--- config.mk ---
export PLATFORM = sky130hd
export DESIGN_NAME = doubly_linked_list_manager_flat
export DESIGN_NICKNAME = d
export VERILOG_FILES = /design/src/hw/rtl/dllm_pkg.sv /design/src/hw/rtl/dllm_if.sv /design/src/hw/rtl/dllm_ctrl.sv /design/src/hw/rtl/dllm_datapath.sv /design/src/hw/rtl/doubly_linked_list_manager.sv /design/src/flat_wrapper.sv
export SDC_FILE = /design/constraint.sdc
export NUM_CORES = 1
export LEC_CHECK = 0
export BUFFER_PORTS_ARGS = -buffer_cell sky130_fd_sc_hd__buf_2
export CORE_ASPECT_RATIO = 0.75
export CORE_MARGIN = 2
export CORE_UTILIZATION = 49
export DETAILED_ROUTE_END_ITERATION = 12
export GPL_TIMING_DRIVEN = 0
export PLACE_DENSITY = 0.71
export SLEW_MARGIN = 20
export SYNTH_ARGS = -nofsm -noshare
export SYNTH_HDL_FRONTEND = slang
export SYNTH_SLANG_ARGS = --single-unit
export TNS_END_PERCENT = 10
--- constraint.sdc ---
create_clock -name clock -period 4.85 [get_ports clock]
set_clock_uncertainty 0.05 [all_clocks]
set_input_delay 0.97 -clock clock [delete_from_list [all_inputs] [get_ports clock]]
set_output_delay 0.97 -clock clock [all_outputs]
set_load 0.005 [all_outputs]
--- src/hw/rtl/dllm_pkg.sv ---
`timescale 1ns / 1ps
// Shared types and operation codes for the doubly linked list manager.
package dllm_pkg;

   localparam int MODE_W = 2;

   localparam logic [MODE_W-1:0] MODE_PUSH   = 2'd0;
   localparam logic [MODE_W-1:0] MODE_POP    = 2'd1;
   localparam logic [MODE_W-1:0] MODE_UNLINK = 2'd2;

   // Commands from the sequencer to the datapath
   typedef struct packed {
      logic clear;   // write null into both link memories at the sweep address
      logic start;   // latch the request word and read the link memories
      logic link;    // rewrite neighbor links (the node's own links for push)
      logic fin;     // rewrite the node's own links (the old head's prev link for push)
      logic commit;  // update head, tail, count and load the response
   } cmd_type;

   // Status from the datapath to the sequencer
   typedef struct packed {
      logic clear_last;  // sweep address at the last entry
      logic out_free;    // response register can take a word this cycle
   } status_type;

endpackage

--- src/hw/rtl/dllm_if.sv ---
`timescale 1ns / 1ps
// Request and response channel interfaces of the doubly linked list manager.
interface dllm_req_if #(
   parameter int NODES = 64
);
   localparam int IDX_W = $clog2(NODES);

   logic                        valid;
   logic                        ready;
   logic [dllm_pkg::MODE_W-1:0] mode;
   logic [IDX_W-1:0]            node_index;

   modport source (output valid, output mode, output node_index, input ready);
   modport sink   (input valid, input mode, input node_index, output ready);
endinterface

interface dllm_rsp_if #(
   parameter int NODES = 64
);
   localparam int IDX_W = $clog2(NODES);
   localparam int CNT_W = $clog2(NODES + 1);

   logic             valid;
   logic             ready;
   logic [IDX_W-1:0] result_node;
   logic             result_valid;
   logic [CNT_W-1:0] list_count;
   logic             list_empty;
   logic [IDX_W-1:0] front_node;
   logic             front_valid;

   modport source (output valid, output result_node, output result_valid,
                   output list_count, output list_empty, output front_node,
                   output front_valid, input ready);
   modport sink   (input valid, input result_node, input result_valid,
                   input list_count, input list_empty, input front_node,
                   input front_valid, output ready);
endinterface

--- src/hw/rtl/dllm_ctrl.sv ---
`timescale 1ns / 1ps
// Sequencer state machine of the doubly linked list manager.
module dllm_ctrl (
   input  logic                 clock,
   input  logic                 reset,
   input  logic                 req_valid,
   output logic                 req_ready,
   input  dllm_pkg::status_type status,
   output dllm_pkg::cmd_type    cmd
);

   typedef enum logic [3:0] {
      ST_CLEAR = 4'b0001,
      ST_IDLE  = 4'b0010,
      ST_LINK  = 4'b0100,
      ST_FIN   = 4'b1000
   } state_type;

   state_type state_ff;
   state_type state_in;

   always_comb begin
      state_in = state_ff;
      case (state_ff)
         ST_CLEAR: begin
            if (status.clear_last) state_in = ST_IDLE;
         end
         ST_IDLE: begin
            if (req_valid) state_in = ST_LINK;
         end
         ST_LINK: begin
            state_in = ST_FIN;
         end
         ST_FIN: begin
            if (status.out_free) state_in = ST_IDLE;
         end
         default: begin
            state_in = ST_CLEAR;
         end
      endcase
   end

   always_ff @(posedge clock) begin
      if (reset) begin
         state_ff <= ST_CLEAR;
      end else begin
         state_ff <= state_in;
      end
   end

   assign req_ready  = (state_ff == ST_IDLE);
   assign cmd.clear  = (state_ff == ST_CLEAR);
   assign cmd.start  = (state_ff == ST_IDLE) && req_valid;
   assign cmd.link   = (state_ff == ST_LINK);
   assign cmd.fin    = (state_ff == ST_FIN);
   assign cmd.commit = (state_ff == ST_FIN) && status.out_free;

`ifndef ASSERT_OFF
   a_reset_clears: assert property (@(posedge clock)
      $past(reset) |-> state_ff == ST_CLEAR)
      else $error("sequencer did not restart the clearing sweep after reset");

   a_commit_after_link: assert property (@(posedge clock) disable iff (reset)
      cmd.commit |-> ($past(state_ff) == ST_LINK) || ($past(state_ff) == ST_FIN))
      else $error("commit without a preceding link step");

   a_state_onehot: assert property (@(posedge clock) disable iff (reset)
      $onehot(state_ff))
      else $error("sequencer state is not one-hot");
`endif

endmodule

--- src/hw/rtl/dllm_datapath.sv ---
`timescale 1ns / 1ps
// Link memories, list registers and response register of the list manager.
module dllm_datapath #(
   parameter int NODES = 64,
   parameter int IDX_W = $clog2(NODES),
   parameter int CNT_W = $clog2(NODES + 1)
) (
   input  logic                        clock,
   input  logic                        reset,
   input  dllm_pkg::cmd_type           cmd,
   output dllm_pkg::status_type        status,
   input  logic [dllm_pkg::MODE_W-1:0] req_mode,
   input  logic [IDX_W-1:0]            req_node_index,
   output logic                        rsp_valid,
   input  logic                        rsp_ready,
   output logic [IDX_W-1:0]            rsp_result_node,
   output logic                        rsp_result_valid,
   output logic [CNT_W-1:0]            rsp_list_count,
   output logic                        rsp_list_empty,
   output logic [IDX_W-1:0]            rsp_front_node,
   output logic                        rsp_front_valid
);

   localparam int LINK_W = IDX_W + 1;
   localparam logic [LINK_W-1:0] NIL = LINK_W'(NODES);

   function automatic logic is_node(input logic [LINK_W-1:0] v);
      return v < NIL;
   endfunction

   // link memories, one write and one read port each
   logic [LINK_W-1:0] prev_link_mem [NODES];
   logic [LINK_W-1:0] next_link_mem [NODES];

   logic [IDX_W-1:0]            clr_addr_ff, clr_addr_in;
   logic [LINK_W-1:0]           head_ff, head_in;
   logic [LINK_W-1:0]           tail_ff, tail_in;
   logic [CNT_W-1:0]            count_ff, count_in;
   logic [dllm_pkg::MODE_W-1:0] op_ff;
   logic [IDX_W-1:0]            node_ff;
   logic                        act_ff, act_in;
   logic [LINK_W-1:0]           rd_prev_ff, rd_next_ff;
   logic                        rsp_valid_ff, rsp_valid_in;
   logic [IDX_W-1:0]            rsp_result_node_ff;
   logic                        rsp_result_valid_ff;
   logic [CNT_W-1:0]            rsp_list_count_ff;
   logic                        rsp_list_empty_ff;
   logic [IDX_W-1:0]            rsp_front_node_ff;
   logic                        rsp_front_valid_ff;

   logic [IDX_W-1:0]  node_in;
   logic [LINK_W-1:0] node_link;
   logic              is_head, is_tail;
   logic              prev_we, next_we;
   logic [IDX_W-1:0]  prev_wa, next_wa;
   logic [LINK_W-1:0] prev_wd, next_wd;

   // request decode at accept
   always_comb begin
      node_in = (req_mode == dllm_pkg::MODE_POP) ? head_ff[IDX_W-1:0] : req_node_index;
      case (req_mode)
         dllm_pkg::MODE_PUSH, dllm_pkg::MODE_UNLINK: begin
            act_in = {1'b0, req_node_index} < NIL;
         end
         dllm_pkg::MODE_POP: begin
            act_in = (count_ff != '0) && is_node(head_ff);
         end
         default: begin
            act_in = 1'b0;
         end
      endcase
   end

   assign node_link = {1'b0, node_ff};
   assign is_head   = (node_link == head_ff);
   assign is_tail   = (node_link == tail_ff);

   // memory write ports
   always_comb begin
      prev_we = 1'b0;
      prev_wa = node_ff;
      prev_wd = NIL;
      next_we = 1'b0;
      next_wa = node_ff;
      next_wd = NIL;
      if (cmd.clear) begin
         prev_we = 1'b1;
         prev_wa = clr_addr_ff;
         next_we = 1'b1;
         next_wa = clr_addr_ff;
      end else if (cmd.link && act_ff) begin
         case (op_ff)
            dllm_pkg::MODE_PUSH: begin
               prev_we = 1'b1;
               next_we = 1'b1;
               next_wd = (count_ff == '0) ? NIL : head_ff;
            end
            dllm_pkg::MODE_POP: begin
               prev_we = is_node(rd_next_ff);
               prev_wa = rd_next_ff[IDX_W-1:0];
            end
            dllm_pkg::MODE_UNLINK: begin
               if (is_head && is_tail) begin
                  prev_we = 1'b0;
               end else if (is_head) begin
                  prev_we = is_node(rd_next_ff);
                  prev_wa = rd_next_ff[IDX_W-1:0];
               end else if (is_tail) begin
                  next_we = is_node(rd_prev_ff);
                  next_wa = rd_prev_ff[IDX_W-1:0];
               end else begin
                  next_we = is_node(rd_prev_ff);
                  next_wa = rd_prev_ff[IDX_W-1:0];
                  next_wd = rd_next_ff;
                  prev_we = is_node(rd_next_ff);
                  prev_wa = rd_next_ff[IDX_W-1:0];
                  prev_wd = rd_prev_ff;
               end
            end
            default: begin
               prev_we = 1'b0;
            end
         endcase
      end else if (cmd.fin && act_ff) begin
         case (op_ff)
            dllm_pkg::MODE_PUSH: begin
               prev_we = (count_ff != '0) && is_node(head_ff);
               prev_wa = head_ff[IDX_W-1:0];
               prev_wd = node_link;
            end
            dllm_pkg::MODE_POP, dllm_pkg::MODE_UNLINK: begin
               prev_we = 1'b1;
               next_we = 1'b1;
            end
            default: begin
               prev_we = 1'b0;
            end
         endcase
      end
   end

   always_ff @(posedge clock) begin
      if (prev_we) prev_link_mem[prev_wa] <= prev_wd;
      if (cmd.start) rd_prev_ff <= prev_link_mem[node_in];
   end

   always_ff @(posedge clock) begin
      if (next_we) next_link_mem[next_wa] <= next_wd;
      if (cmd.start) rd_next_ff <= next_link_mem[node_in];
   end

   // list registers after the operation
   always_comb begin
      head_in  = head_ff;
      tail_in  = tail_ff;
      count_in = count_ff;
      if (act_ff) begin
         case (op_ff)
            dllm_pkg::MODE_PUSH: begin
               head_in = node_link;
               if (count_ff == '0) tail_in = node_link;
               if (count_ff < CNT_W'(NODES)) count_in = count_ff + CNT_W'(1);
            end
            dllm_pkg::MODE_POP: begin
               head_in = rd_next_ff;
               if (!is_node(rd_next_ff)) tail_in = NIL;
               if (count_ff != '0) count_in = count_ff - CNT_W'(1);
            end
            dllm_pkg::MODE_UNLINK: begin
               if (is_head && is_tail) begin
                  head_in = NIL;
                  tail_in = NIL;
               end else if (is_head) begin
                  head_in = rd_next_ff;
               end else if (is_tail) begin
                  tail_in = rd_prev_ff;
               end
               if (count_ff != '0) count_in = count_ff - CNT_W'(1);
            end
            default: begin
               head_in = head_ff;
            end
         endcase
      end
   end

   assign clr_addr_in  = cmd.clear ? clr_addr_ff + IDX_W'(1) : clr_addr_ff;
   assign rsp_valid_in = cmd.commit ? 1'b1 : (rsp_ready ? 1'b0 : rsp_valid_ff);

   always_ff @(posedge clock) begin
      if (reset) begin
         clr_addr_ff  <= '0;
         head_ff      <= NIL;
         tail_ff      <= NIL;
         count_ff     <= '0;
         rsp_valid_ff <= 1'b0;
      end else begin
         clr_addr_ff  <= clr_addr_in;
         rsp_valid_ff <= rsp_valid_in;
         if (cmd.commit) begin
            head_ff  <= head_in;
            tail_ff  <= tail_in;
            count_ff <= count_in;
         end
      end
   end

   always_ff @(posedge clock) begin
      if (cmd.start) begin
         op_ff   <= req_mode;
         node_ff <= node_in;
         act_ff  <= act_in;
      end
      if (cmd.commit) begin
         rsp_result_node_ff  <= act_ff ? node_ff : '0;
         rsp_result_valid_ff <= act_ff;
         rsp_list_count_ff   <= count_in;
         rsp_list_empty_ff   <= (count_in == '0);
         rsp_front_node_ff   <= is_node(head_in) ? head_in[IDX_W-1:0] : '0;
         rsp_front_valid_ff  <= is_node(head_in);
      end
   end

   assign status.clear_last = (clr_addr_ff == IDX_W'(NODES - 1));
   assign status.out_free   = !rsp_valid_ff || rsp_ready;

   assign rsp_valid        = rsp_valid_ff;
   assign rsp_result_node  = rsp_result_node_ff;
   assign rsp_result_valid = rsp_result_valid_ff;
   assign rsp_list_count   = rsp_list_count_ff;
   assign rsp_list_empty   = rsp_list_empty_ff;
   assign rsp_front_node   = rsp_front_node_ff;
   assign rsp_front_valid  = rsp_front_valid_ff;

`ifndef ASSERT_OFF
   a_count_bound: assert property (@(posedge clock) disable iff (reset)
      count_ff <= CNT_W'(NODES))
      else $error("node count beyond pool size");

   a_read_no_write: assert property (@(posedge clock) disable iff (reset)
      cmd.start |-> !prev_we && !next_we)
      else $error("link memory written in the read cycle");

   a_empty_matches_count: assert property (@(posedge clock) disable iff (reset)
      rsp_valid_ff |-> rsp_list_empty_ff == (rsp_list_count_ff == '0))
      else $error("empty flag disagrees with count in response word");
`endif

endmodule

--- src/hw/rtl/doubly_linked_list_manager.sv ---
`timescale 1ns / 1ps
// Top level of the doubly linked list manager over a pool of NODES node indices.
//
// Usage:
//   req_chan carries one request word: mode (push front, pop front, unlink
//   node_index) and node_index. rsp_chan returns exactly one response word
//   per request: the node concerned, its valid flag, and the list count,
//   empty flag and front node after the operation.
//   Sequence: a request runs through accept with link read, neighbor link
//   writes and own link writes with list update (for push, the own links
//   are written first and the old head's prev link last). The response
//   word is registered at the end of the last step. One request is in
//   flight at a time: a new one is accepted only after that step.
//   Reset: after reset the block sweeps every entry of both link memories
//   to null, one entry per cycle; req_chan.ready stays low meanwhile.
//   Stall: a finished response waits in the output register; a new request
//   is still accepted, and its final step holds until rsp_chan takes the
//   previous word.
module doubly_linked_list_manager #(
   parameter int NODES = 64
) (
   input logic        clock,
   input logic        reset,
   dllm_req_if.sink   req_chan,
   dllm_rsp_if.source rsp_chan
);

   localparam int IDX_W = $clog2(NODES);
   localparam int CNT_W = $clog2(NODES + 1);

   dllm_pkg::cmd_type    cmd;
   dllm_pkg::status_type status;

   // sequencer: owns request ready and step order
   dllm_ctrl u_ctrl (
      .clock     (clock),
      .reset     (reset),
      .req_valid (req_chan.valid),
      .req_ready (req_chan.ready),
      .status    (status),
      .cmd       (cmd)
   );

   // datapath: link memories, head, tail, count and response register
   dllm_datapath #(
      .NODES (NODES),
      .IDX_W (IDX_W),
      .CNT_W (CNT_W)
   ) u_datapath (
      .clock            (clock),
      .reset            (reset),
      .cmd              (cmd),
      .status           (status),
      .req_mode         (req_chan.mode),
      .req_node_index   (req_chan.node_index),
      .rsp_valid        (rsp_chan.valid),
      .rsp_ready        (rsp_chan.ready),
      .rsp_result_node  (rsp_chan.result_node),
      .rsp_result_valid (rsp_chan.result_valid),
      .rsp_list_count   (rsp_chan.list_count),
      .rsp_list_empty   (rsp_chan.list_empty),
      .rsp_front_node   (rsp_chan.front_node),
      .rsp_front_valid  (rsp_chan.front_valid)
   );

endmodule
--- src/flat_wrapper.sv ---
// flat-port wrapper written by rule: the top's interface ports become plain ports
module doubly_linked_list_manager_flat 
#(
   parameter int NODES = 64
)
  (clock, reset, req_chan_valid, req_chan_mode, req_chan_node_index, req_chan_ready, rsp_chan_valid, rsp_chan_result_node, rsp_chan_result_valid, rsp_chan_list_count, rsp_chan_list_empty, rsp_chan_front_node, rsp_chan_front_valid, rsp_chan_ready);
  dllm_req_if #(.NODES(NODES)) req_chan_i ();
  dllm_rsp_if #(.NODES(NODES)) rsp_chan_i ();
  input logic clock;
  input logic reset;
  input wire logic [$bits(req_chan_i.valid)-1:0] req_chan_valid;
  input wire logic [$bits(req_chan_i.mode)-1:0] req_chan_mode;
  input wire logic [$bits(req_chan_i.node_index)-1:0] req_chan_node_index;
  output wire logic [$bits(req_chan_i.ready)-1:0] req_chan_ready;
  output wire logic [$bits(rsp_chan_i.valid)-1:0] rsp_chan_valid;
  output wire logic [$bits(rsp_chan_i.result_node)-1:0] rsp_chan_result_node;
  output wire logic [$bits(rsp_chan_i.result_valid)-1:0] rsp_chan_result_valid;
  output wire logic [$bits(rsp_chan_i.list_count)-1:0] rsp_chan_list_count;
  output wire logic [$bits(rsp_chan_i.list_empty)-1:0] rsp_chan_list_empty;
  output wire logic [$bits(rsp_chan_i.front_node)-1:0] rsp_chan_front_node;
  output wire logic [$bits(rsp_chan_i.front_valid)-1:0] rsp_chan_front_valid;
  input wire logic [$bits(rsp_chan_i.ready)-1:0] rsp_chan_ready;
  assign req_chan_i.valid = req_chan_valid;
  assign req_chan_i.mode = req_chan_mode;
  assign req_chan_i.node_index = req_chan_node_index;
  assign req_chan_ready = req_chan_i.ready;
  assign rsp_chan_valid = rsp_chan_i.valid;
  assign rsp_chan_result_node = rsp_chan_i.result_node;
  assign rsp_chan_result_valid = rsp_chan_i.result_valid;
  assign rsp_chan_list_count = rsp_chan_i.list_count;
  assign rsp_chan_list_empty = rsp_chan_i.list_empty;
  assign rsp_chan_front_node = rsp_chan_i.front_node;
  assign rsp_chan_front_valid = rsp_chan_i.front_valid;
  assign rsp_chan_i.ready = rsp_chan_ready;
  doubly_linked_list_manager #(.NODES(NODES)) u_core (.clock(clock), .reset(reset), .req_chan(req_chan_i), .rsp_chan(rsp_chan_i));
endmodule
==> reports/qor.yml, run 1 <==
routing:
  wl_met1_microns: 45400
  post-route-drc-count: 0
  ant_nets: 0
  wl_microns: 113000
  dr.pass1.iters: 6
  highest_layer: "met4"
  initialDrtViolationCount: 4495
  wl_per_cell_microns: 29.0
  wl_met2_microns: 47500
  via_per_inst: 6.46
  route.met3.wl_microns: 17200
  via_count: 25200
place:
  dp_slack_ps: -160
  io_buffers: 35
  globalplace.congestion: 0.967
  post-place-cells: 3728
  hpwlAfterDp_microns: 79000
sta:
  slew_viol_final: 0
  rsz0062_at_grt: "yes"
  finalCritPeriodShare: 0.979
  fin_ws_ps: 102
  setup_viol: 0
  setup_tns_ps: 0
  finalCriticalPeriod_ps: 4750
  hold_viol_final: 0
  max_clock_freq_ghz: 0.211
  slew_headroom: 0.299
  worst_pin_slew_ps: 1050
die:
  initial_core_util: 0.494
  dieArea_sq_mm: 0.0831
  dieWidth_microns: 332
  core_sq_mm: 0.0802
  io_pins: 36
  dieHeight_microns: 250
  rows: 90
clock_tree:
  cts.sinks: 973
  clk_latency_ps: 680
  ctsResizeCount: 0
  clk_pin_slew_ps: 70
  post-cts-setup-buffers: 0
  ctsHoldBuffers: 0
  clockBufferDepth: 3
  clockRootBuffer: "clkbuf_16"
  cts_buffers: 92
  cts_tree: "built"
  cts_max_level: 3
critical_path:
  critPathMaxFanout: 10
  required_ps: 5110
  reg2reg_depth: 11
  regToRegEndpoint: "u_core.u_datapath.prev_link_mem[27][0]"
  reg2reg_from: "u_core.u_datapath.op_ff[0]"
  start_kind: "flop"
  crit_type: "flop to flop"
  cp-end-kind: "flop"
  worstPathArrival_ps: 5010
  reg2reg_slack_ps: 100
yosys:
  synth.top_cell.area_share: 0.714
  yosysTopAreaCell: "edfxtp_1"
  async_flop_share: 0
  ys_seq_area_frac: 0.730
  syn_nets: 2627
  synth.area.top_cells: "edfxtp_1, mux4_2, nand2_1, nor2_1, dfxtp_1"
  ys_ff_latch: 973
  syn_avg_cell_area_sq_um: 15.2
  syn_area_sq_mm: 0.0396
  yosys.cell_types.count: 75
  synth_edf_count: 941
  yosysWarnings: 0
  synthFlopType: "edfxtp_1"
  syn_inst: 2608
min_path:
  hold_path_end: "u_core.u_datapath.tail_ff[5]"
  holdCritPathClass: "flop to flop"
  hp-start: "u_core.u_datapath.tail_ff[5]"
  min_path_cells: 2
pwr:
  power_leakage_nw: 15.9
  ir_worst_vdd_mv: 0.295
  pwr_density_cell_mw_per_mm2: 402
finish:
  layout_common_cells: "edfxtp_1, nand2_1, nor2_1, nand3_1, clkbuf_1"
  drive_gt1_frac: 0.147
  num-fill-cells: 6099
  layout_commonest_cell: "edfxtp_1"
  nNetsFinal: 2783
  instances_no_fill: 3900
  register_area_sq_mm: 0.0289
  multi_input_area_sq_mm: 0.0101
  syn2layout_area_growth_pct: 13.6
flow_run:
  drv_cap: 0
global_routing:
  grt_max_degree: 65
  grt_pass1_vias: 24000
  grt_pass1_wl_microns: 163000
  track_usage: 0.270
  antenna_found_initial: 0
  grt_overflow: 0
run_status:
  status: "finished clean"
==> where the power goes <==
| group | switching, W | internal [W] | leakage [nW] |
|---|---|---|---|
| registers | 0.0000516 | 0.00931 | 10.8 |
| clock network | 0.00319 | 0.00417 | 1.48 |
| logic | 0.00104 | 0.000318 | 3.68 |
| total | 0.00428 | 0.0138 | 15.9 |
==> logic make-up (layout without fill, tap and decap cells) <==
logic type               Yosys count  count (layout)  share of synthesized area
adder cells (fa/ha/maj)            7               7                    0.00221
buffers and inverters            184             417                     0.0198
XOR/XNOR                          18              18                    0.00398
flip-flops                       973             973                      0.730
multiplexers                     173             173                     0.0784
AND/OR/NAND/NOR                  943             943                      0.109
other                              0               1                          0
AO/OA/AOI/OAI                    310             310                     0.0563
==> sequential cells by signal, indices dropped and copies added (netlist names), 7 cells and up <==
| signal | flops |
|---|---|
| u_core.u_datapath.prev_link_mem | 448 |
| u_core.u_datapath.tail_ff | 7 |
| u_core.u_datapath.rd_next_ff | 7 |
| u_core.u_datapath.count_ff | 7 |
| u_core.u_datapath.rsp_list_count | 7 |
| u_core.u_datapath.rd_prev_ff | 7 |
| u_core.u_datapath.next_link_mem | 448 |
| u_core.u_datapath.head_ff | 7 |
==> synthesized netlist by cell type (8+ instances only) <==
cell type	count
a211oi_1	13
a21oi_1	39
a221oi_1	17
a22o_1	24
a22oi_1	27
a31oi_1	80
a32oi_1	32
and2_1	16
and3_1	29
buf_1	17
buf_2	48
clkbuf_1	94
dfxtp_1	32
edfxtp_1	941
inv_1	15
mux2i_1	57
mux4_2	109
nand2_1	444
nand2b_1	16
nand3_1	126
nand4_1	44
nand4bb_1	8
nor2_1	181
nor2b_1	10
nor3_1	20
o21ai_0	26
xor2_1	13
==> worst max-delay path, cell delays in order, from the launching register on <==
cell      delay (ps)
edfxtp_1         380
inv_1             70
ha_1             270
clkbuf_1         290
and2_1           220
clkbuf_1         400
nand3_1          140
mux2_2           320
a221oi_1         440
nand3_1          710
buf_2            470
nor2_1           630
==> per-stage QoR <==
step	total power, W	util	hold WS, ps	area, sq um
final	0.0181	0.561	458	45000
after global placement	0.0108	0.513	442	41100
after CTS	0.0181	0.561	457	45000
after floorplan	0.0103	-	421	39600
after global routing	0.0185	0.561	501	45000
after detailed placement	0.0108	0.522	444	41900
==> per-layer routing <==
layer / vias to the layer above / global-route usage
li1: 10400 / -
met1: 12600 / 0.403
met2: 1929 / 0.377
met3: 187 / 0.0886
met4: 0 / 0.0812
met5: - / 0
==> area by class of cell <==
cell class                      count  area share
Antenna cell                        1   0.0000556
Inverter                           17     0.00142
Timing Repair Buffer               62      0.0175
Multi-Input combinational cell   1451       0.225
Clock buffer                      109      0.0526
Buffer                            167      0.0160
Sequential cell                   973       0.642
Tap cell                         1058      0.0294
Clock inverter                     62      0.0159
==> worst max path at each step <==
stage | start | end | slack, ps | cells past startpoint
CTS | u_core.u_datapath.op_ff[0] | u_core.u_datapath.prev_link_mem[47][3] | 150 | 12
global route | u_core.u_datapath.op_ff[0] | u_core.u_datapath.prev_link_mem[62][0] | -30 | 12
detailed placement | req_chan_mode[1] | u_core.u_datapath.rd_prev_ff[0] | -160 | 10
finish | u_core.u_datapath.op_ff[0] | u_core.u_datapath.prev_link_mem[27][0] | 100 | 11
floorplan | u_core.u_datapath.node_ff[0] | u_core.u_datapath.next_link_mem[0][4] | 790 | 9
global placement | u_core.u_datapath.head_ff[4] | u_core.u_datapath.next_link_mem[28][0] | -2290 | 8
(Power assumes the default switching activity.)
==> run 2, diff against run 1 <==
Settings changed: CORE_UTILIZATION 49 to 40, PLACE_DENSITY 0.71 to 0.62.
Clock period 4.85 ns to 5 ns, I/O delays scaled along.
==> reports/qor.yml, run 2 (same netlist as run 1, synthesis figures left out) <==
critical_path:
  reg2reg_from: "u_core.u_datapath.op_ff[0]"
  crit_path_cell_trace: "inv_1 -> ha_1 -> clkbuf_1 -> and2_1 -> clkbuf_1 -> nand2_1 -> a21oi_1 -> a31oi_1 -> a21oi_1 -> clkbuf_1 -> nand4b_1 -> nor2_1"
  crit_type: "flop to flop"
  crit_buf_inv: 4  # unchanged
  cp_common_cell: "clkbuf_1"
  crit_family: "simple AND/OR/NAND/NOR gates"
  worstPathArrival_ps: 5100  # +90 ps
  cp-end-kind: "flop"
  critPathSlowestCell: "nor2_1"
  critPathMaxFanout: 10  # unchanged
  cpPeakStageDelay_ps: 960  # +250 ps
  required_ps: 5230  # +120 ps
  crit_start: "u_core.u_datapath.op_ff[0]"
  start_kind: "flop"
die:
  dieWidth_microns: 367  # +11%
  core_sq_mm: 0.0977  # +22%
  dieArea_sq_mm: 0.102  # +22%
  initial_core_util: 0.405  # -0.0887
  io_pins: 36  # unchanged
  rows: 99  # +10%
  dieHeight_microns: 276  # +11%
place:
  globalplace.congestion: 0.965  # -0.20%
  hpwlAfterDp_microns: 83400  # +5.5%
  io_buffers: 35  # unchanged
  dp_slack_ps: -167  # -7.07 ps
clock_tree:
  clockRootBuffer: "clkbuf_16"
  cts.sinks: 973  # unchanged
  ctsHoldBuffers: 0  # unchanged
  cts_tree: "built"
  ctsResizeCount: 0  # unchanged
  clockBufferDepth: 3  # unchanged
  post-cts-setup-buffers: 0  # unchanged
  clk_pin_slew_ps: 60  # about the same
  cts_buffers: 92  # unchanged
  clk_latency_ps: 700  # +20 ps
  cts_max_level: 3  # unchanged
routing:
  initialDrtViolationCount: 3918  # -13%
  via_per_inst: 5.94  # -7.9%
  via_count: 24700  # -1.9%
  post-route-drc-count: 0  # unchanged
  dr.pass1.iters: 6  # unchanged
  wl_per_cell_microns: 28.2  # -2.6%
  ant_nets: 0  # unchanged
  wl_microns: 117000  # +3.8%
sta:
  worst_pin_slew_ps: 1170  # +122 ps
  fin_ws_ps: 133  # +30.7 ps
  rsz0062_at_grt: "no"
  setup_viol: 0  # unchanged
  slew_viol_final: 0  # unchanged
  hold-worst-slack_ps: 464  # +6.30 ps
  hold_viol_final: 0  # unchanged
  max_clock_freq_ghz: 0.205  # -2.5%
  finalCriticalPeriod_ps: 4870  # +119 ps
  slew_headroom: 0.218  # -0.0810
  finalCritPeriodShare: 0.973  # -0.00551
pwr:
  power_leakage_nw: 16.0  # +0.62%
  pwr_density_cell_mw_per_mm2: 395  # -1.8%
  finalPower_w: 0.0179  # -0.88%
  ir_worst_vdd_mv: 0.285  # -3.4%
global_routing:
  grt_pass1_vias: 23500  # -2.0%
  antenna_found_initial: 8  # +8
  track_usage: 0.227  # -0.0430
  grt_pass1_wl_microns: 166000  # +2.0%
  grt_overflow: 0  # unchanged
  grt_max_degree: 65  # unchanged
finish:
  syn2layout_area_growth_pct: 14.7
  drive_gt1_frac: 0.152  # +0.00458
  top_regs: "u_core.u_datapath.next_link_mem x448, u_core.u_datapath.prev_link_mem x448"
  layout_commonest_cell: "edfxtp_1"
  nNetsFinal: 2784  # +0.036%
  num-fill-cells: 8358  # +37%
  layout_common_cells: "edfxtp_1, nand2_1, nor2_1, nand3_1, mux4_2"
min_path:
  hp-start: "u_core.u_datapath.tail_ff[3]"
  holdCritPathClass: "flop to flop"
run_status:
  status: "finished clean"
flow_run:
  drv_cap: 0  # unchanged
## run 2: report_power, final
part | internal, W | switching (W)
sequential | 0.00903 | 0.0000500
clock | 0.00440 | 0.00311
combinational | 0.000294 | 0.00102
## run 2: path summary, 6_finish.rpt
| kind | slack, ps | depth (start not counted) | end |
|---|---|---|---|
| worst min register to register | 460 | 2 | u_core.u_datapath.tail_ff[3] |
| worst max register to register | 130 | 12 | u_core.u_datapath.prev_link_mem[46][0] |
| worst min-delay path | 460 | 2 | u_core.u_datapath.tail_ff[3] |
| worst max-delay path | 130 | 12 | u_core.u_datapath.prev_link_mem[46][0] |
## run 2: layer usage
metal / wire length [microns] / GRT usage
met1: 51300 / 0.349
met2: 48200 / 0.310
met3: 15300 / 0.0723
met4: 2380 / 0.0524
met5: 194 / 0.0108
## run 2: cell type report
cell class	instances	area, sq um	share of cell area
antenna	1	2.50	0.0000551
multi-input combinational	1451	10100	0.222
sequential	973	28900	0.636
inverter	17	63.8	0.00141
clock inverter	59	793	0.0175
clock buffer	111	2460	0.0541
buffer	167	722	0.0159
timing repair buffer	63	748	0.0165
tap	1313	1640	0.0362
## run 2: worst reg2reg max path, cell delays in order, from the launching register on
cell and delay (ps):
edfxtp_1 390, inv_1 80, ha_1 280, clkbuf_1 320, and2_1 210, clkbuf_1 410
nand2_1 110, a21oi_1 120, a31oi_1 50, a21oi_1 680, clkbuf_1 370, nand4b_1 450
nor2_1 960
## run 2: per-stage QoR
stage	TNS, ps	utilization	area [sq um]	instances
4_1_cts	0	0.464	45400	4154
5_1_grt	0	0.465	45400	4154
2_1_floorplan	0	-	39600	2608
3_5_place_dp	-282	0.431	42100	3984
3_3_place_gp	-941730	0.424	41400	3956
6_report	0	0.465	45400	4155
